$ cat config.mk
export PLATFORM = sky130hd
export DESIGN_NAME = glcc_rsp_fifo
export DESIGN_NICKNAME = d
export VERILOG_FILES = /design/src/rtl/graphic_lcd_column_controller_assert.svh /design/src/rtl/glcc_pkg.sv /design/src/rtl/glcc_rsp_fifo.sv
export SDC_FILE = /design/constraint.sdc
export NUM_CORES = 1
export LEC_CHECK = 0
export ABC_AREA = 0
export BUFFER_PORTS_ARGS = -buffer_cell sky130_fd_sc_hd__buf_2
export CORE_MARGIN = 2
export CORE_UTILIZATION = 49
export DETAILED_ROUTE_END_ITERATION = 8
export GPL_ROUTABILITY_DRIVEN = 0
export PLACE_DENSITY_LB_ADDON = 0.12
export RECOVER_POWER = 100
export SYNTH_ARGS = -nofsm -noshare
export SYNTH_HDL_FRONTEND = slang
export SYNTH_SLANG_ARGS = --single-unit
$ cat constraint.sdc
create_clock -name clock -period 1.25 [get_ports clock]
set_input_delay 0.125 -clock clock [delete_from_list [all_inputs] [get_ports clock]]
set_output_delay 0.125 -clock clock [all_outputs]
set_load 0.01 [all_outputs]
$ cat src/rtl/graphic_lcd_column_controller_assert.svh
// Assertion macros shared by the graphic LCD column controller RTL.
// Each macro expands to one labeled concurrent assertion, disabled during reset.
`ifndef GRAPHIC_LCD_COLUMN_CONTROLLER_ASSERT_SVH
`define GRAPHIC_LCD_COLUMN_CONTROLLER_ASSERT_SVH

// Same-cycle implication: cons must hold whenever ante holds.
`define GLCC_ASSERT_IMP(name, clk, rst, ante, cons) \
   name: assert property (@(posedge clk) disable iff (rst) (ante) |-> (cons)) \
      else $error("glcc assertion failed");

// Next-cycle implication: cons must hold in the cycle after ante.
`define GLCC_ASSERT_NXT(name, clk, rst, ante, cons) \
   name: assert property (@(posedge clk) disable iff (rst) (ante) |=> (cons)) \
      else $error("glcc assertion failed");

`endif

$ cat src/rtl/glcc_pkg.sv
// Package for the graphic LCD column controller: sizes, command codes and types.
// Used by every module of the block but glcc_ram; depends on nothing.
`timescale 1ns / 1ps

package glcc_pkg;

   // Geometry of the modeled panel
   localparam int NUM_CONTROLLERS      = 4;
   localparam int PAGES_PER_CONTROLLER = 8;
   localparam int COLUMNS_PER_PAGE     = 64;
   localparam int RAM_DEPTH = NUM_CONTROLLERS * PAGES_PER_CONTROLLER * COLUMNS_PER_PAGE;
   localparam int RAM_AW    = $clog2(RAM_DEPTH);

   // Field widths fixed by the bus
   localparam int OP_W   = 2;
   localparam int CHIP_W = 2;
   localparam int BYTE_W = 8;
   localparam int COL_W  = 6;
   localparam int PAGE_W = 3;
   localparam int LINE_W = 6;

   // Command codes and masks
   localparam logic [BYTE_W-1:0] CMD_DISPLAY_OFF = 8'h3E;
   localparam logic [BYTE_W-1:0] CMD_DISPLAY_ON  = 8'h3F;
   localparam logic [BYTE_W-1:0] CMD_COL_MASK    = 8'hC0;
   localparam logic [BYTE_W-1:0] CMD_COL_CODE    = 8'h40;
   localparam logic [BYTE_W-1:0] CMD_PAGE_MASK   = 8'hF8;
   localparam logic [BYTE_W-1:0] CMD_PAGE_CODE   = 8'hB8;
   localparam logic [BYTE_W-1:0] CMD_LINE_MASK   = 8'hC0;
   localparam logic [BYTE_W-1:0] CMD_LINE_CODE   = 8'hC0;

   // Status byte: bit 5 set while the display is off, busy always clear
   localparam logic [BYTE_W-1:0] STATUS_DISPLAY_OFF = 8'h20;

   // Result buffer depth
   localparam int FIFO_DEPTH = 2;
   localparam int FIFO_PW    = $clog2(FIFO_DEPTH);
   localparam int FIFO_CW    = $clog2(FIFO_DEPTH + 1);

   typedef enum logic [OP_W-1:0] {
      OP_CMD_WRITE   = 2'd0,
      OP_DATA_WRITE  = 2'd1,
      OP_STATUS_READ = 2'd2,
      OP_DATA_READ   = 2'd3
   } op_type;

   typedef enum logic {
      ST_CLEAR,
      ST_RUN
   } ctl_state_type;

   typedef struct packed {
      logic [BYTE_W-1:0] read_data;
      logic              was_read;
   } rsp_type;

   typedef struct packed {
      logic              we;
      logic              re;
      logic [RAM_AW-1:0] addr;
      logic [BYTE_W-1:0] wdata;
   } ram_req_type;

   // Output latch refill that lands in the cycle after a data read
   typedef struct packed {
      logic              valid;
      logic [CHIP_W-1:0] chip;
      logic              cell_ok;
   } pend_type;

endpackage

$ cat src/rtl/glcc_rsp_fifo.sv
// Two-entry result buffer between the controller logic and the result channel.
// Depends on glcc_pkg.
`timescale 1ns / 1ps

module glcc_rsp_fifo (
   input  logic              clock,
   input  logic              reset,
   input  logic              push,
   input  glcc_pkg::rsp_type push_data,
   output logic              full,
   output logic              head_valid,
   input  logic              pop,
   output glcc_pkg::rsp_type head_data
);
   import glcc_pkg::*;

   rsp_type              slot_ff [FIFO_DEPTH];
   logic [FIFO_PW-1:0]   wr_ptr_ff;
   logic [FIFO_PW-1:0]   wr_ptr_in;
   logic [FIFO_PW-1:0]   rd_ptr_ff;
   logic [FIFO_PW-1:0]   rd_ptr_in;
   logic [FIFO_CW-1:0]   count_ff;
   logic [FIFO_CW-1:0]   count_in;

   assign full       = (int'(count_ff) == FIFO_DEPTH);
   assign head_valid = (count_ff != '0);
   assign head_data  = slot_ff[rd_ptr_ff];

   // Advance pointers and count
   always_comb begin
      wr_ptr_in = wr_ptr_ff;
      rd_ptr_in = rd_ptr_ff;
      count_in  = count_ff;
      if (push) begin
         wr_ptr_in = (int'(wr_ptr_ff) == FIFO_DEPTH - 1) ? '0 : wr_ptr_ff + FIFO_PW'(1);
      end
      if (pop) begin
         rd_ptr_in = (int'(rd_ptr_ff) == FIFO_DEPTH - 1) ? '0 : rd_ptr_ff + FIFO_PW'(1);
      end
      priority if (push && !pop) begin
         count_in = count_ff + FIFO_CW'(1);
      end else if (pop && !push) begin
         count_in = count_ff - FIFO_CW'(1);
      end else begin
         count_in = count_ff;
      end
   end

   // Store a pushed beat
   always_ff @(posedge clock) begin
      if (push) begin
         slot_ff[wr_ptr_ff] <= push_data;
      end
   end

   always_ff @(posedge clock) begin
      if (reset) begin
         wr_ptr_ff <= '0;
         rd_ptr_ff <= '0;
         count_ff  <= '0;
      end else begin
         wr_ptr_ff <= wr_ptr_in;
         rd_ptr_ff <= rd_ptr_in;
         count_ff  <= count_in;
      end
   end

endmodule

Word-level counts from Yosys, hierarchy flattened
Memory sizes are Yosys's and may differ from the RTL's. A register that Yosys moved wholly into a read port is not among the register bits.
Index checks and enable logic that the tools add are counted.

storage, ports and cells
  latch bits = 0
  ROM bits = 0
  memories = 1
  output and inout port bits = 11
  RAM bits = 18
  bits in registers = 4
  bits of input ports = 13

memory list
  name     words  bits a word  read ports  clocked after Yosys merged registers in  write ports  line                 source
  slot_ff  2      9            1           1                                        1            glcc_rsp_fifo.sv:17  rsp_type slot_ff [FIFO_DEPTH];

cells by class
  $mul = 0
  equality and inequality tests = 1
  mux-type cells = 8
  bitwise logic cells = 0
  shift operators = 0
  add/subtract/negate cells = 4
  magnitude comparators = 0
  div/mod/pow operators = 0
  reductions and logical operators = 6

operators with widths
  cell                   count
  $mux W1                6
  $mux W2                2
  $reduce_bool A2 Y1     2
  $add A1 B1 Y1 const B  2
  $add A2 B1 Y2 const B  1
  $eq A2 B2 Y1 const B   1
  $logic_and A1 B1 Y1    2
  $logic_not A1 Y1       2
  $sub A2 B1 Y2 const B  1

Longest topological paths before layout
Gate-level depths: netlist (run 1).

  depth after elaboration = 4
  depth in mapped cells = 5
  gate-level depth less buffers = 5

Least setup slack after synthesis (run 1)
Ideal clock, no wire load.

  path kind = reg2reg
  start = register wr_ptr_ff
  end = memory slot_ff[0][0] in the netlist's numbering, enable pin
  path buffers = 0
  data required time = 0.875 ns
  period minus slack after synthesis = 1.133 ns
  data arrival time = 0.758 ns
  library setup time = 0.375 ns
  cell stages (with the launch flop) = 2
  slack = 0.117 ns
  cell sequence = dfxtp_1 -> nor2b_1

RTL lines
  element                 line                 source
  from (decl)             glcc_rsp_fifo.sv:18  logic [FIFO_PW-1:0] wr_ptr_ff;
  from (signal assigned)  glcc_rsp_fifo.sv:62  wr_ptr_ff <= wr_ptr_in;
  to (decl)               glcc_rsp_fifo.sv:17

No word-level cell before the write port.

==> impl_metrics.json, run 1 <==
{
  "run_status": "finished, violations left",
  "violations": "setup timing",
  "reg2reg_slack_ps": 190,
  "cts.sinks": 23,
  "cts_buffers": 3,
  "fmax_ghz": 0.733,
  "post_synth_num_cell_types": 16,
  "worstPathArrival_ps": 1240,
  "yosysMostFrequentCell": "edfxtp_1",
  "io_buffers": 23,
  "antennaDiodeCount": 0,
  "antenna_found_initial": 0,
  "worstSetupPathType": "reg -> out",
  "gr-total-overflow": 0,
  "first_pass_iters": 4,
  "synth_fp_nets": 64,
  "synth_warnings": 0,
  "grt_pass1_wl_mm": 1.99,
  "ant_nets": 0,
  "swShare_pct": 21.9,
  "internal-power_w": 0.00122,
  "worstPathMaxFanout": 5,
  "core_sq_um": 1690,
  "final_area_sq_um": 1250,
  "syn_inst": 50,
  "post_dp_cell_area_sq_um": 1020,
  "tritoncts": "built",
  "start_util_pct": 50.7,
  "p_sw_w": 0.000341,
  "synth-seq-cells": 23,
  "clkSlewWorstSetupHoldPaths_ps": 110,
  "p_seq_share_pct": 58.5,
  "nNetsFinal": 104,
  "post-dp-hpwl_microns": 846,
  "rows": 15,
  "area_delta_synth_final_pct": 46.3,
  "die_x_microns": 45.8,
  "r2r_end": "slot_ff[1][3]",
  "worstSkewPairLatency_ps": 290,
  "r2r-start": "wr_ptr_ff",
  "clock_path_buffers": 2,
  "timing.final.ws_setup_ps": -115,
  "required_ps": 1120,
  "synth-seq-area-share_pct": 74.7,
  "rsz0062_at_grt": "yes",
  "drtIter0Drc": 3,
  "async_flop_share_pct": 0,
  "synth.largest_area_cell": "edfxtp_1",
  "drv_cap": 0,
  "synth_flop_cell": "edfxtp_1",
  "die-area_sq_um": 2100,
  "yosys-top-cells-area": "edfxtp_1 (63%), mux2_2 (12%), dfxtp_1 (12%), xnor2_1 (2.0%), xor2_1 (2.0%)",
  "num_vias": 511,
  "drc": 0,
  "setup_viol": 9,
  "h-tree-depth": 1,
  "endpoint_kind": "output port",
  "fin_hold_ws_ps": 25.8,
  "reg2regPathDepth": 2,
  "die_h_microns": 45.8,
  "critPathLaunchType": "register",
  "io_pins": 24,
  "clock-root-buffer": "clkbuf_4",
  "synth_edf_count": 18,
  "grt_usage_pct": 14.2,
  "grt_max_degree": 13,
  "period_minus_slack_ps": 1360,
  "tightest_slew_ps": 252,
  "postSynthAreaPerCell_sq_um": 17.1,
  "routed_wl_mm": 1.31,
  "period_share_pct": 109,
  "netlist_top_cells_count": "edfxtp_1 (18), mux2_2 (9), dfxtp_1 (5), nor2_1 (4)",
  "combPwrFrac_pct": 21.3,
  "wl_per_cell_microns": 12.4,
  "layout-drive-gt1-share_pct": 44.9,
  "hold_viol_final": 0,
  "syn_area_sq_um": 857,
  "hold_path.class": "in -> reg",
  "final_max_slew_viol_count": 0,
  "leakage_nw": 0.520,
  "viasPerCell": 4.82,
  "cellPowerDensity_nw_per_um2": 1240,
  "critical_path.endpoint": "head_data[4]",
  "final.setup_skew_ps": 2.01,
  "vdd_drop_max_mv": 0.744,
  "grt_pass1_vias": 476,
  "relSlewSlack_pct": 83.2,
  "synth_top_area_share_pct": 63.1,
  "power_frac_clock_pct": 20.2,
  "post-place-ws_ps": 96.4
}
==> per-stage QoR <==
step / instances / TNS, ps / utilization [%] / power, W
after global placement: 92 / 0 / 60.6 / 0.00115
after detailed placement: 92 / 0 / 60.6 / 0.00116
after CTS: 104 / -1180 / 73.5 / 0.00159
after global routing: 106 / -1440 / 74.2 / 0.00163
after floorplan: 50 / 0 / - / 0.00105
final: 106 / -979 / 74.2 / 0.00156
==> critical path: stages, from the launching register on <==
cell and delay [ps]:
dfxtp_4 400, buf_12 120, mux2_4 300, buf_6 120
==> cell type report <==
cell class              count  area [sq um]
fillers                   129           435
multi-input cells          25           241
flip-flops and latches     23           644
well taps                  17          21.3
clock buffers               4          26.3
inverters                   1          3.75
repair buffers             36           317
==> layout by cell type, fill, tap and decap left out, types with 2 or more instances in the layout <==
cell type	Yosys	layout
mux2_4	0	9
clkbuf_2	0	4
buf_2	1	10
dlygate4sd3_1	0	9
xor2_1	2	2
xnor2_1	2	2
buf_6	0	9
edfxtp_1	18	18
dfxtp_1	5	4
clkbuf_1	0	3
nor2_1	4	4
clkbuf_4	0	3
==> how the worst min path moves through the flow <==
stage / endpoint / cells after the start / slack [ps] / startpoint
global placement: slot_ff[0][0] / 1 / 320 / push_data[0]
floorplan: count_ff[1] / 1 / 190 / reset
global route: register / 2 / 20 / reset
CTS: slot_ff[1][5] / 1 / 1 / push_data[5]
detailed placement: slot_ff[0][8] / 1 / 320 / push_data[8]
finish: register / 2 / 30 / reset
==> cell families after synthesis <==
group,count (synthesis),synth area share (%)
AO/OA/AOI/OAI,2,1.17
AND/OR/NAND/NOR,9,5.69
buffers and inverters,2,1.02
flip-flops,23,74.7
multiplexers,9,11.8
adder cells (fa/ha/maj),1,1.46
XOR/XNOR,4,4.09
==> power groups by stage <==
stage                     combinational [W]  clock [W]  sequential [W]
after floorplan                    0.000135          0        0.000917
after global placement             0.000230          0        0.000922
after detailed placement           0.000233          0        0.000924
after CTS                          0.000334   0.000338        0.000913
after global routing               0.000356   0.000357        0.000919
final                              0.000332   0.000315        0.000912
==> state kept, by name (all words and copies together), names as in the netlist, named ones only <==
register	flops
slot_ff	18
count_ff	2
rd_ptr_ff	1
wr_ptr_ff	1
==> metal layers <==
layer | part of all wire (%) | track usage [%] | vias to the layer above
met5 | 0 | 0 | -
met3 | 3.9 | 3.97 | 2
li1 | - | - | 257
met4 | 0.76 | 8.57 | 0
met1 | 44 | 15.7 | 240
met2 | 52 | 23.9 | 12
==> timing repair <==
| action | CTS | global route |
|---|---|---|
| setup endpoints to repair | 9 | 9 |
| buffers inserted | 0 | 0 |
| resized for setup | 21 | 0 |
| cloned | 1 | 0 |
| hold buffers | 7 | 2 |
| hold endpoints to repair | 14 | 4 |
Note: power is estimated with default switching activity, not from simulation.
==> run 2, diff against run 1 <==
--- a/config.mk
+++ b/config.mk
@@ -7,8 +7,10 @@
 export LEC_CHECK = 0
 export ABC_AREA = 0
 export BUFFER_PORTS_ARGS = -buffer_cell sky130_fd_sc_hd__buf_2
+export CELL_PAD_IN_SITES_DETAIL_PLACEMENT = 0
+export CELL_PAD_IN_SITES_GLOBAL_PLACEMENT = 1
 export CORE_MARGIN = 2
-export CORE_UTILIZATION = 49
+export CORE_UTILIZATION = 40
 export DETAILED_ROUTE_END_ITERATION = 8
 export GPL_ROUTABILITY_DRIVEN = 0
 export PLACE_DENSITY_LB_ADDON = 0.12
@@ -16,3 +18,4 @@
 export SYNTH_ARGS = -nofsm -noshare
 export SYNTH_HDL_FRONTEND = slang
 export SYNTH_SLANG_ARGS = --single-unit
+export TNS_END_PERCENT = 30
==> constraint.sdc (replaced) <==
create_clock -name clock -period 1.48 [get_ports clock]
set_input_delay 0.148 -clock clock [delete_from_list [all_inputs] [get_ports clock]]
set_output_delay 0.148 -clock clock [all_outputs]
set_load 0.01 [all_outputs]
==> run 2 against run 1 <==
Largest power group unchanged. Die area rose by 20%. Utilization decreased by 23 points. Flip-flop and latch count unchanged. The run now ends clean.
==> impl_metrics.json, run 2 (synthesis results as in run 1) <==
{
  "run_status": "completed",
  "clkSlewWorstSetupHoldPaths_ps": 110,
  "grt_pass1_vias": 454,
  "relSlewSlack_pct": 59.8,
  "post-dp-hpwl_microns": 894,
  "layout-drive-gt1-share_pct": 28.6,
  "fmax_ghz": 0.738,
  "tns_ps": 0,
  "vdd_drop_max_mv": 0.741,
  "clock-root-buffer": "clkbuf_4",
  "largest-register": "slot_ff",
  "power_w": 0.00120,
  "worstPathArrival_ps": 1210,
  "die_h_microns": 50.3,
  "die-area_sq_um": 2530,
  "period_minus_slack_ps": 1350,
  "final_common_cell": "edfxtp_1",
  "fin_hold_ws_ps": 32.6,
  "die_x_microns": 50.3,
  "start_util_pct": 43.2,
  "worstSetupPathType": "reg -> out",
  "leakage_nw": 0.362,
  "grt_usage_pct": 10.2,
  "io_pins": 24,
  "core_sq_um": 1980,
  "cts.sinks": 23,
  "area_delta_synth_final_pct": 18.4,
  "ant_nets": 0,
  "rows": 16,
  "grt_max_degree": 13,
  "antenna_found_initial": 0,
  "cts_buffers": 3,
  "tritoncts": "built",
  "routed_wl_mm": 1.20,
  "required_ps": 1330,
  "setup_viol": 0,
  "tightest_slew_ps": 603,
  "endpoint_kind": "output port",
  "holdBufCountCts": 0,
  "final.setup_skew_ps": 3.71,
  "largestRegisters": "slot_ff x18, count_ff x2",
  "worstSkewPairLatency_ps": 300,
  "io_buffers": 23,
  "wl_per_cell_microns": 11.5,
  "h-tree-depth": 1,
  "rsz0062_at_grt": "no",
  "viasPerCell": 4.53,
  "worstPathMaxFanout": 9,
  "hold_path.class": "in -> reg",
  "first_pass_iters": 3,
  "final_max_slew_viol_count": 0,
  "hold_viol_final": 0,
  "period_share_pct": 91.5,
  "largest_register_ffs": 18,
  "drtIter0Drc": 4,
  "mostFrequentLayoutCells": "edfxtp_1 (18), clkbuf_1 (17), mux2_2 (9), buf_2 (7)",
  "gr-total-overflow": 0,
  "clock_path_buffers": 2,
  "critPathLaunchType": "register",
  "grt_pass1_wl_mm": 1.94,
  "antennaDiodeCount": 0,
  "drc": 0,
  "nNetsFinal": 92,
  "drv_cap": 0,
  "cellPowerDensity_nw_per_um2": 1180,
  "num_vias": 471,
  "post_cts_buffers": 0,
  "cts_resized": 1
}
-- run 2: cell types whose count changed in the layout (fill, tap and decap cells not counted), sizes merged --
cell,previous run,this run
dlygate4sd3,9,0
buf,21,8
clkbuf,10,20
-- run 2: final timing paths --
| kind | start | endpoint | slack, ps | cells after the start |
|---|---|---|---|---|
| max | register | head_data[3] | 130 | 2 |
| min reg2reg | count_ff[1] | count_ff[1] | 510 | 2 |
| min | push_data[6] | slot_ff[0][6] | 30 | 1 |
| max reg2reg | wr_ptr_ff | slot_ff[1][5] | 230 | 1 |
-- run 2: per-stage QoR --
step           area (sq um)  setup slack (ps)  std cells  utilization (%)
2_1_floorplan           857               347         50                -
3_3_place_gp           1010               250        100             50.9
3_5_place_dp           1010               246        100             50.9
4_1_cts                1040              38.4        104             52.3
5_1_grt                1010              65.4        104             51.2
6_report               1010               125        104             51.2
-- run 2: power breakdown --
group / total [W] / switching, W / leakage [nW] / internal [W]
clock: 0.000270 / 0.000165 / 0.0150 / 0.000105
sequential: 0.000773 / 0.0000260 / 0.211 / 0.000747
combinational: 0.000159 / 0.0000805 / 0.136 / 0.0000784
-- run 2: layout make-up --
type	instances	area (sq um)
Tap cell	27	33.8
Clock buffer	4	26.3
Fill cell	179	967
Sequential cell	23	644
Timing Repair Buffer	24	98.8
Inverter	1	3.75
Multi-Input combinational cell	25	208
-- run 2: layer usage --
layer | track usage, % | share of wire, % | up-vias
met5 | 0 | 0 | -
met4 | 2.70 | 1.0 | 0
met3 | 2.68 | 5.8 | 2
met2 | 17.5 | 48 | 15
met1 | 12.9 | 46 | 220
li1 | - | - | 234
-- run 2: worst max-delay path: stages (launching register included) --
cell and delay [ps]:
dfxtp_4 430, mux2_2 350, clkbuf_1 130
