==> src/rtl/graphic_lcd_column_controller_assert.svh <==
// Assertion macros shared by the graphic LCD column controller RTL.
// Each macro expands to one labeled concurrent assertion, disabled during reset.
`ifndef GRAPHIC_LCD_COLUMN_CONTROLLER_ASSERT_SVH
`define GRAPHIC_LCD_COLUMN_CONTROLLER_ASSERT_SVH

// Same-cycle implication: cons must hold whenever ante holds.
`define GLCC_ASSERT_IMP(name, clk, rst, ante, cons) \
   name: assert property (@(posedge clk) disable iff (rst) (ante) |-> (cons)) \
      else $error("glcc assertion failed");

// Next-cycle implication: cons must hold in the cycle after ante.
`define GLCC_ASSERT_NXT(name, clk, rst, ante, cons) \
   name: assert property (@(posedge clk) disable iff (rst) (ante) |=> (cons)) \
      else $error("glcc assertion failed");

`endif

==> src/rtl/glcc_pkg.sv <==
// Package for the graphic LCD column controller: sizes, command codes and types.
// Used by every module of the block but glcc_ram; depends on nothing.
`timescale 1ns / 1ps

package glcc_pkg;

   // Geometry of the modeled panel
   localparam int NUM_CONTROLLERS      = 4;
   localparam int PAGES_PER_CONTROLLER = 8;
   localparam int COLUMNS_PER_PAGE     = 64;
   localparam int RAM_DEPTH = NUM_CONTROLLERS * PAGES_PER_CONTROLLER * COLUMNS_PER_PAGE;
   localparam int RAM_AW    = $clog2(RAM_DEPTH);

   // Field widths fixed by the bus
   localparam int OP_W   = 2;
   localparam int CHIP_W = 2;
   localparam int BYTE_W = 8;
   localparam int COL_W  = 6;
   localparam int PAGE_W = 3;
   localparam int LINE_W = 6;

   // Command codes and masks
   localparam logic [BYTE_W-1:0] CMD_DISPLAY_OFF = 8'h3E;
   localparam logic [BYTE_W-1:0] CMD_DISPLAY_ON  = 8'h3F;
   localparam logic [BYTE_W-1:0] CMD_COL_MASK    = 8'hC0;
   localparam logic [BYTE_W-1:0] CMD_COL_CODE    = 8'h40;
   localparam logic [BYTE_W-1:0] CMD_PAGE_MASK   = 8'hF8;
   localparam logic [BYTE_W-1:0] CMD_PAGE_CODE   = 8'hB8;
   localparam logic [BYTE_W-1:0] CMD_LINE_MASK   = 8'hC0;
   localparam logic [BYTE_W-1:0] CMD_LINE_CODE   = 8'hC0;

   // Status byte: bit 5 set while the display is off, busy always clear
   localparam logic [BYTE_W-1:0] STATUS_DISPLAY_OFF = 8'h20;

   // Result buffer depth
   localparam int FIFO_DEPTH = 2;
   localparam int FIFO_PW    = $clog2(FIFO_DEPTH);
   localparam int FIFO_CW    = $clog2(FIFO_DEPTH + 1);

   typedef enum logic [OP_W-1:0] {
      OP_CMD_WRITE   = 2'd0,
      OP_DATA_WRITE  = 2'd1,
      OP_STATUS_READ = 2'd2,
      OP_DATA_READ   = 2'd3
   } op_type;

   typedef enum logic {
      ST_CLEAR,
      ST_RUN
   } ctl_state_type;

   typedef struct packed {
      logic [BYTE_W-1:0] read_data;
      logic              was_read;
   } rsp_type;

   typedef struct packed {
      logic              we;
      logic              re;
      logic [RAM_AW-1:0] addr;
      logic [BYTE_W-1:0] wdata;
   } ram_req_type;

   // Output latch refill that lands in the cycle after a data read
   typedef struct packed {
      logic              valid;
      logic [CHIP_W-1:0] chip;
      logic              cell_ok;
   } pend_type;

endpackage

==> src/rtl/glcc_ctrl.sv <==
// Per-controller registers, command decode, display RAM access and output latch.
// Depends on glcc_pkg and the assertion macro header.
`timescale 1ns / 1ps
`include "graphic_lcd_column_controller_assert.svh"

module glcc_ctrl (
   input  logic                          clock,
   input  logic                          reset,
   input  logic                          item_accept,
   input  glcc_pkg::op_type              item_op,
   input  logic [glcc_pkg::CHIP_W-1:0]   item_chip,
   input  logic [glcc_pkg::BYTE_W-1:0]   item_byte,
   output glcc_pkg::rsp_type             item_rsp,
   output glcc_pkg::ram_req_type         ram_req,
   input  logic [glcc_pkg::BYTE_W-1:0]   ram_rdata
);
   import glcc_pkg::*;

   logic [COL_W-1:0]  col_ff   [NUM_CONTROLLERS];
   logic [COL_W-1:0]  col_in   [NUM_CONTROLLERS];
   logic [PAGE_W-1:0] page_ff  [NUM_CONTROLLERS];
   logic [PAGE_W-1:0] page_in  [NUM_CONTROLLERS];
   logic [LINE_W-1:0] line_ff  [NUM_CONTROLLERS];
   logic [LINE_W-1:0] line_in  [NUM_CONTROLLERS];
   logic              on_ff    [NUM_CONTROLLERS];
   logic              on_in    [NUM_CONTROLLERS];
   logic [BYTE_W-1:0] latch_ff [NUM_CONTROLLERS];
   logic [BYTE_W-1:0] latch_in [NUM_CONTROLLERS];
   pend_type          pend_ff;
   pend_type          pend_in;

   logic              present;
   logic [COL_W-1:0]  cur_col;
   logic [PAGE_W-1:0] cur_page;
   logic              cell_ok;
   logic [COL_W:0]    col_inc;
   logic [COL_W-1:0]  adv_col;
   logic [RAM_AW-1:0] cell_addr;
   logic [BYTE_W-1:0] latch_fill;
   logic [BYTE_W-1:0] latch_now;

   // Look up the addressed controller and its current cell
   always_comb begin
      present   = int'(item_chip) < NUM_CONTROLLERS;
      cur_col   = col_ff[item_chip];
      cur_page  = page_ff[item_chip];
      cell_ok   = (int'(cur_col) < COLUMNS_PER_PAGE) &&
                  (int'(cur_page) < PAGES_PER_CONTROLLER);
      col_inc   = {1'b0, cur_col} + (COL_W+1)'(1);
      adv_col   = (int'(col_inc) >= COLUMNS_PER_PAGE) ? '0 : col_inc[COL_W-1:0];
      cell_addr = RAM_AW'((int'(item_chip) * PAGES_PER_CONTROLLER + int'(cur_page))
                          * COLUMNS_PER_PAGE + int'(cur_col));
   end

   // Forward the refill from last cycle's RAM read into a back-to-back data read
   always_comb begin
      latch_fill = pend_ff.cell_ok ? ram_rdata : '0;
      if (pend_ff.valid && (pend_ff.chip == item_chip)) begin
         latch_now = latch_fill;
      end else begin
         latch_now = latch_ff[item_chip];
      end
   end

   // Decode the beat: register updates, RAM request and result
   always_comb begin
      col_in   = col_ff;
      page_in  = page_ff;
      line_in  = line_ff;
      on_in    = on_ff;
      pend_in  = '0;
      ram_req.we    = 1'b0;
      ram_req.re    = 1'b0;
      ram_req.addr  = cell_addr;
      ram_req.wdata = item_byte;
      item_rsp.read_data = '0;
      item_rsp.was_read  = (item_op == OP_STATUS_READ) || (item_op == OP_DATA_READ);

      if (present) begin
         unique case (item_op)
            OP_CMD_WRITE: begin
               if (item_accept) begin
                  priority if ((item_byte == CMD_DISPLAY_OFF) ||
                               (item_byte == CMD_DISPLAY_ON)) begin
                     on_in[item_chip] = item_byte[0];
                  end else if ((item_byte & CMD_COL_MASK) == CMD_COL_CODE) begin
                     col_in[item_chip] = item_byte[COL_W-1:0];
                  end else if ((item_byte & CMD_PAGE_MASK) == CMD_PAGE_CODE) begin
                     page_in[item_chip] = item_byte[PAGE_W-1:0];
                  end else if ((item_byte & CMD_LINE_MASK) == CMD_LINE_CODE) begin
                     line_in[item_chip] = item_byte[LINE_W-1:0];
                  end else begin
                     // unknown command: ignore
                  end
               end
            end
            OP_DATA_WRITE: begin
               if (item_accept) begin
                  ram_req.we        = cell_ok;
                  col_in[item_chip] = adv_col;
               end
            end
            OP_STATUS_READ: begin
               item_rsp.read_data = on_ff[item_chip] ? '0 : STATUS_DISPLAY_OFF;
            end
            OP_DATA_READ: begin
               item_rsp.read_data = latch_now;
               if (item_accept) begin
                  ram_req.re        = cell_ok;
                  pend_in.valid     = 1'b1;
                  pend_in.chip      = item_chip;
                  pend_in.cell_ok   = cell_ok;
                  col_in[item_chip] = adv_col;
               end
            end
            default: begin
            end
         endcase
      end
   end

   // Land the latch refill in the cycle after its RAM read
   always_comb begin
      latch_in = latch_ff;
      if (pend_ff.valid) begin
         latch_in[pend_ff.chip] = latch_fill;
      end
   end

   // Hold controller state
   always_ff @(posedge clock) begin
      if (reset) begin
         for (int i = 0; i < NUM_CONTROLLERS; i++) begin
            col_ff[i]   <= '0;
            page_ff[i]  <= '0;
            line_ff[i]  <= '0;
            on_ff[i]    <= 1'b0;
            latch_ff[i] <= '0;
         end
         pend_ff <= '0;
      end else begin
         col_ff   <= col_in;
         page_ff  <= page_in;
         line_ff  <= line_in;
         on_ff    <= on_in;
         latch_ff <= latch_in;
         pend_ff  <= pend_in;
      end
   end

   `GLCC_ASSERT_NXT(a_read_schedules_refill, clock, reset,
      item_accept && present && (item_op == OP_DATA_READ), pend_ff.valid)
   `GLCC_ASSERT_IMP(a_write_reaches_ram, clock, reset,
      item_accept && present && (item_op == OP_DATA_WRITE) && cell_ok, ram_req.we)
   `GLCC_ASSERT_IMP(a_ram_single_access, clock, reset,
      1'b1, !(ram_req.we && ram_req.re))

endmodule

==> config.mk <==
export PLATFORM = sky130hd
export DESIGN_NAME = glcc_ctrl
export DESIGN_NICKNAME = d
export VERILOG_FILES = /design/src/rtl/glcc_pkg.sv /design/src/rtl/glcc_ctrl.sv
export VERILOG_INCLUDE_DIRS = /design/src /design/src/rtl
export SDC_FILE = /design/constraint.sdc
export NUM_CORES = 1
export LEC_CHECK = 0
export BUFFER_PORTS_ARGS = -buffer_cell sky130_fd_sc_hd__buf_2
export CAP_MARGIN = 20
export CORE_MARGIN = 2
export CORE_UTILIZATION = 59
export CTS_BUF_LIST = sky130_fd_sc_hd__clkbuf_8
export CTS_CLUSTER_DIAMETER = 30
export DETAILED_ROUTE_END_ITERATION = 10
export PLACE_DENSITY = 0.82
export SLEW_MARGIN = 5
export SYNTH_ARGS = -nofsm -noshare
export SYNTH_HDL_FRONTEND = slang
export SYNTH_SLANG_ARGS = --single-unit
export TNS_END_PERCENT = 10
==> constraint.sdc <==
create_clock -name clock -period 2 [get_ports clock]
set_input_delay 0.2 -clock clock [delete_from_list [all_inputs] [get_ports clock]]
set_output_delay 0.2 -clock clock [all_outputs]
set_load 0.02 [all_outputs]
==> Word-level counts from Yosys, hierarchy flattened <==
Index checks and enable logic that the tools add are counted.
{ "op_classes": {"reduce_logical": 13, "n_addsub": 3, "bitwise": 6, "n_eq_ne": 12, "mux": 39, "order_cmp": 5} }
{ "op_table": {"columns": ["operator", "n"], "rows": [
  ["$mux W24", 4],
  ["$bwmux W24", 2],
  ["$pmux W24 S2", 1],
  ["$mux W8", 5],
  ["$bwmux W32", 1],
  ["$mux W6", 5],
  ["$bmux W8 S2", 1],
  ["$demux W8 S2", 1],
  ["$eq A8 B6 Y1 const B", 2],
  ["$pmux W8 S2", 1],
  ["$bmux W6 S2", 1],
  ["$bwmux W12", 1],
  ["$demux W6 S2", 1],
  ["$add A11 B6 Y11", 1],
  ["$reduce_and A5 Y1", 2],
  ["$mux W3", 3],
  ["$add A6 B1 Y7 const B", 1],
  ["$ge A7 B7 Y1 const B", 1],
  ["$bmux W3 S2", 1],
  ["$demux W3 S2", 1],
  ["$ge A3 B3 Y1 const B", 2],
  ["$lt A3 B1 Y1 const B", 2],
  ["$mux W1", 6],
  ["$ne A2 B2 Y1 const B", 3],
  ["19 further kinds", 29]
]} }
{ "totals": {"regBits": 76, "elab_cells": 97} }

==> Logic depth before layout (Yosys ltp) <==
{ "depth": {"ltp_word": 10, "ltp_mapped": 7, "depth_no_buf": 6} }

==> Worst setup path before layout <==
No wires, ideal clock.
{ "synth_path": {"path_type": "input to register", "from": "in item_chip[0] (netlist bit)", "to": "reg col_ff[11] (netlist bit)", "path_slack_ps": 73, "path_stages": 7, "t_arrival_ps": 1831, "path_cell_list": "buf_6 -> mux4_2 -> ha_1 -> a21o_1 -> a21oi_2 -> a221oi_4 -> o41ai_2"} }
{ "synth_between": {"elab_chain_cells": 10, "elab_cells_between_ends": 19} }
{ "synth_rtl": {"columns": ["item", "line_no", "text"], "rows": [
  ["start, declared", "glcc_ctrl.sv:11", "input logic [glcc_pkg::CHIP_W-1:0] item_chip,"],
  ["$not A2 Y3 (not written as such) *", null, null],
  ["$bmux W6 S2 (tied with other cells)", "glcc_ctrl.sv:45", "cur_col = col_ff[item_chip];"],
  ["$mux W6 (not written as such) or $logic_and A1 B1 Y1 (tied branches)", null, null],
  ["$mux W6 (on tied branches)", null, null],
  ["$add A6 B1 Y7 or $demux W6 S2 (tied branches)", null, null],
  ["$ge A7 B7 Y1 or $bwmux W24 (tied branches)", "glcc_ctrl.sv:50, glcc_ctrl.sv:87", null],
  ["$mux W6 or $mux W24 (tied branches)", "glcc_ctrl.sv:50, glcc_ctrl.sv:86", null],
  ["$bwmux W24 or $mux W24 (tied branches)", "glcc_ctrl.sv:100, glcc_ctrl.sv:113, glcc_ctrl.sv:83", null],
  ["$mux W24 (on tied branches)", "glcc_ctrl.sv:98, glcc_ctrl.sv:108, glcc_ctrl.sv:82", null],
  ["$pmux W24 S2 *", "glcc_ctrl.sv:80", "unique case (item_op)"],
  ["end signal, assigned", "glcc_ctrl.sv:142", "col_ff <= col_in;"],
  ["end, declared", "glcc_ctrl.sv:19", "logic [COL_W-1:0] col_ff [NUM_CONTROLLERS];"]
]} }
Mark *: on every way between the ends. The rest lies on a longest branch, timed or not. The select of a mux whose other input is x is not followed.
A chain may end at the register's enable or synchronous reset.

==> reports/results.tsv <==
stage	metric	value	unit
worst_setup_path	Top Family by Delay on Critical Path	flip-flops	
route	via count	2813	
synthesis	register area share after synthesis	0.4129	
clock_network	worst skew pair latency	0.35	ns
power_and_ir_drop	Final Power	0.003079	W
job	Max-cap violations	0	
floorplan	Row Count	28	
placed_design	IO buf count	52	
worst_setup_path	cell count of the worst reg-to-reg path	6	
power_and_ir_drop	Max VDD drop	658.4	uV
finish	Final nets	427	
synthesis	Synth Cell Area	0.003636	sq mm
floorplan	die area	0.006806	sq mm
timing	worst rel slew slack	0.4206	
worst_setup_path	crit path max fanout	5	
worst_setup_path	CP Capture Type	primary output	
power_and_ir_drop	internal power	0.002237	W
worst_setup_path	worst path buffer plus inverter count	2	
synthesis	Mapped Nets	378	
worst_setup_path	critical path class	flip-flop to primary output	
synthesis	synthesis-stage register bit count	75	
clock_network	Worst-path clk slew	0.09	ns
timing	Setup Skew	0.007509	ns
route	First DRT Iteration DRCs	194	
clock_network	Max Root-Sink Buffers	2	
route	Routed wire per std cell	16.72	um
status	status	complete, no violations	
hold_path	Hold Path Stages	3	
worst_setup_path	CP arrival	1.73	ns
floorplan	Starting Density	0.6105	
floorplan	I/O pin cnt	53	
worst_setup_path	critical-path cell list	xnor2_1 > nand3_2 > buf_4 > mux2i_1 > nor2_1 > buf_2	
grt	first-pass GRT wire length	12670	um
timing	Fmax	518.7	MHz
synthesis	number of distinct library cells after synthesis	42	
timing	Final setup viols	0	
clock_network	CTS sink count	75	
grt	initial antenna violation count	0	
clock_network	clk root buf	clkbuf_8	
timing	Slew Limit Fails	0	
power_and_ir_drop	power share of the clock group	0.409	
worst_setup_path	critical path startpoint category	flip-flop	
synthesis	Syn Area/Cell	10.27	sq um
finish	layout cell share with drive strength beyond 1	0.2966	
timing	Fin. Hold Viols	0	
grt	largest net degree at the start of global routing	37	
floorplan	die span in x	82.50	um
clock_network	Setup Buffers After CTS	0	
timing	slew of the pin with the lowest slew margin	0.8624	ns
power_and_ir_drop	Flop pwr share	0.494	
synthesis	Mapped Cells	354	
grt	gr ovfl total	0	
timing	Tmin final	1.928	ns
worst_setup_path	Crit path depth	6	
placed_design	Placed Cells	467	
route	Routed Antenna Nets	0	
clock_network	H-tree Lvls	3	
route	Pre-Repair DR Iteration Count	4	
finish	commonest non-fill, non-tap cells in the layout	75 x nor2_1, 74 x dfxtp_1, 58 x mux2i_1	
grt	GRT Overall Usage	0.2503	
route	total wire length	8078	um
hold_path	Worst Hold Class	primary input to flip-flop	
route	DRC errors left	0	
worst_setup_path	max incr delay on CP	0.37	ns
timing	period utilisation layout	0.9639	
power_and_ir_drop	P_sw	0.0008414	W
route	vias per cell	5.824	
floorplan	Die H	82.50	um
floorplan	core area	0.005956	sq mm
worst_setup_path	WP data required	1.80	ns
clock_network	CTS tree	yes	
power_and_ir_drop	Switching Share	0.2733	
timing	RSZ-0062 raised after global routing	no	
timing	final worst slack	0.07224	ns
finish	most common cell after layout, fill and taps aside	nor2_1	
clock_network	total CTS buffers	9	
synthesis	YS warnings	0	
finish	Fill cells	461	
placed_design	routability cong.	0.8315	
timing	TNS Setup	0	ns
grt	number of global-route vias before repair	2604	
power_and_ir_drop	pwr dens	738.0	mW/mm^2
finish	Layout area overhead	14.73	%
finish	Antenna Cells	0	
power_and_ir_drop	leak pwr	1.883	nW
placed_design	Setup WS pre-CTS	0.03639	ns
placed_design	Detailed Place HPWL	5623	um
power_and_ir_drop	combinational share of power	0.096	
finish	Final Non-Filler Cells	483	
worst_setup_path	Critical Path Slowest Stage Cell	dfxtp_1	
==> repair_timing <==
item                       in CTS  in global routing
hold buffers                    0                  0
setup endpoints to repair       0                  1
resized for setup               0                  2
==> power by group through the flow <==
stage / Sequential, W / Clock [W] / Combinational, W
after floorplan: 0.00155 / 0 / 0.000201
after global placement: 0.00156 / 0 / 0.000286
after detailed placement: 0.00156 / 0 / 0.000292
after CTS: 0.00152 / 0.00128 / 0.000295
after global routing: 0.00152 / 0.00133 / 0.000319
final: 0.00152 / 0.00126 / 0.000296
==> worst register-to-register path: stages, from the launching register on <==
cell and delay (ns):
dfxtp_1 0.32, mux4_2 0.48, ha_1 0.27, a21o_1 0.19, a21oi_2 0.18, a221oi_4 0.07
o41ai_2 0.21
==> synthesized netlist by cell type <==
cell type,number,area [sq um]
and2_1,2,12.51
buf_4,13,97.59
and3b_1,1,8.760
mux4_2,18,405.4
nand4_1,1,6.260
nand2b_1,7,43.79
or3b_2,2,17.52
xnor2_1,5,43.79
nor4bb_1,1,10.01
o21ai_0,2,10.01
and4_1,1,8.760
nand3b_1,6,45.04
nand3_1,7,35.03
nand3_2,3,30.03
a311oi_2,1,15.01
a21oi_2,1,8.760
nand2_1,15,56.30
buf_1,5,18.77
dfxtp_1,75,1501
nor2_1,75,281.5
a21oi_1,6,30.03
inv_1,1,3.750
buf_2,3,15.01
nor3b_1,3,22.52
nor2b_1,2,12.51
buf_6,1,11.26
a21o_1,1,7.510
and3_1,2,12.51
o41ai_2,2,32.53
or2_2,1,6.260
a211oi_1,8,60.06
a22oi_2,1,12.51
o21ai_1,2,10.01
mux2i_1,58,580.6
and3_4,1,11.26
a311oi_1,3,26.28
a221oi_4,1,26.28
o31ai_2,2,25.02
nor2_2,2,12.51
ha_1,1,12.51
nor3_1,3,15.01
clkbuf_1,9,33.78
==> layout make-up <==
cell class                 count  area [sq um]  share of cell area
clock buffer                   9         123.9             0.02969
clock inverter                 7         90.09             0.02160
inverter                       1         3.754           0.0008998
multi-input combinational    247          1954              0.4685
sequential                    75          1503              0.3602
tap                           75         93.84             0.02250
timing repair buffer          69         402.9             0.09658
==> state kept, by name, indices dropped and copies added, names as in the netlist <==
| register | flops |
|---|---|
| col_ff | 24 |
| latch_ff | 32 |
| on_ff | 4 |
| page_ff | 12 |
| pend_ff | 3 |
==> metrics by stage <==
step	hold slack [ns]	cell area [sq um]	util
after floorplan	0.2863	3636	-
after global placement	0.4420	3954	0.6639
after detailed placement	0.4481	3954	0.6639
after CTS	0.1279	4168	0.6998
after global routing	0.1421	4172	0.7004
final	0.1392	4172	0.7004
==> layer usage <==
metal,track usage,vias to the layer above,wire length (um)
li1,-,1351,-
met1,0.3520,1371,3760
met2,0.3935,84,3794
met3,0.05326,7,453
met4,0.06721,0,70
met5,0,-,0
==> cells by family after synthesis <==
logic type	after synthesis	share of synthesized area
adders and majority gates	1	0.003441
muxes	76	0.2712
DFF	75	0.4129
AOI/OAI and AO/OA	30	0.07261
buffers and inverters	32	0.04955
xor gates and xnor gates	5	0.01204
and+or+nand+nor	135	0.1782
==> final timing paths <==
path                start           to  slack (ns)
min reg2reg   page_ff[11]  page_ff[11]        0.46
min          ram_rdata[3]  latch_ff[3]        0.14
max            pend_ff[2]  item_rsp[4]        0.07
max reg2reg     col_ff[0]   col_ff[17]        0.18
(Power assumes the default switching activity.)
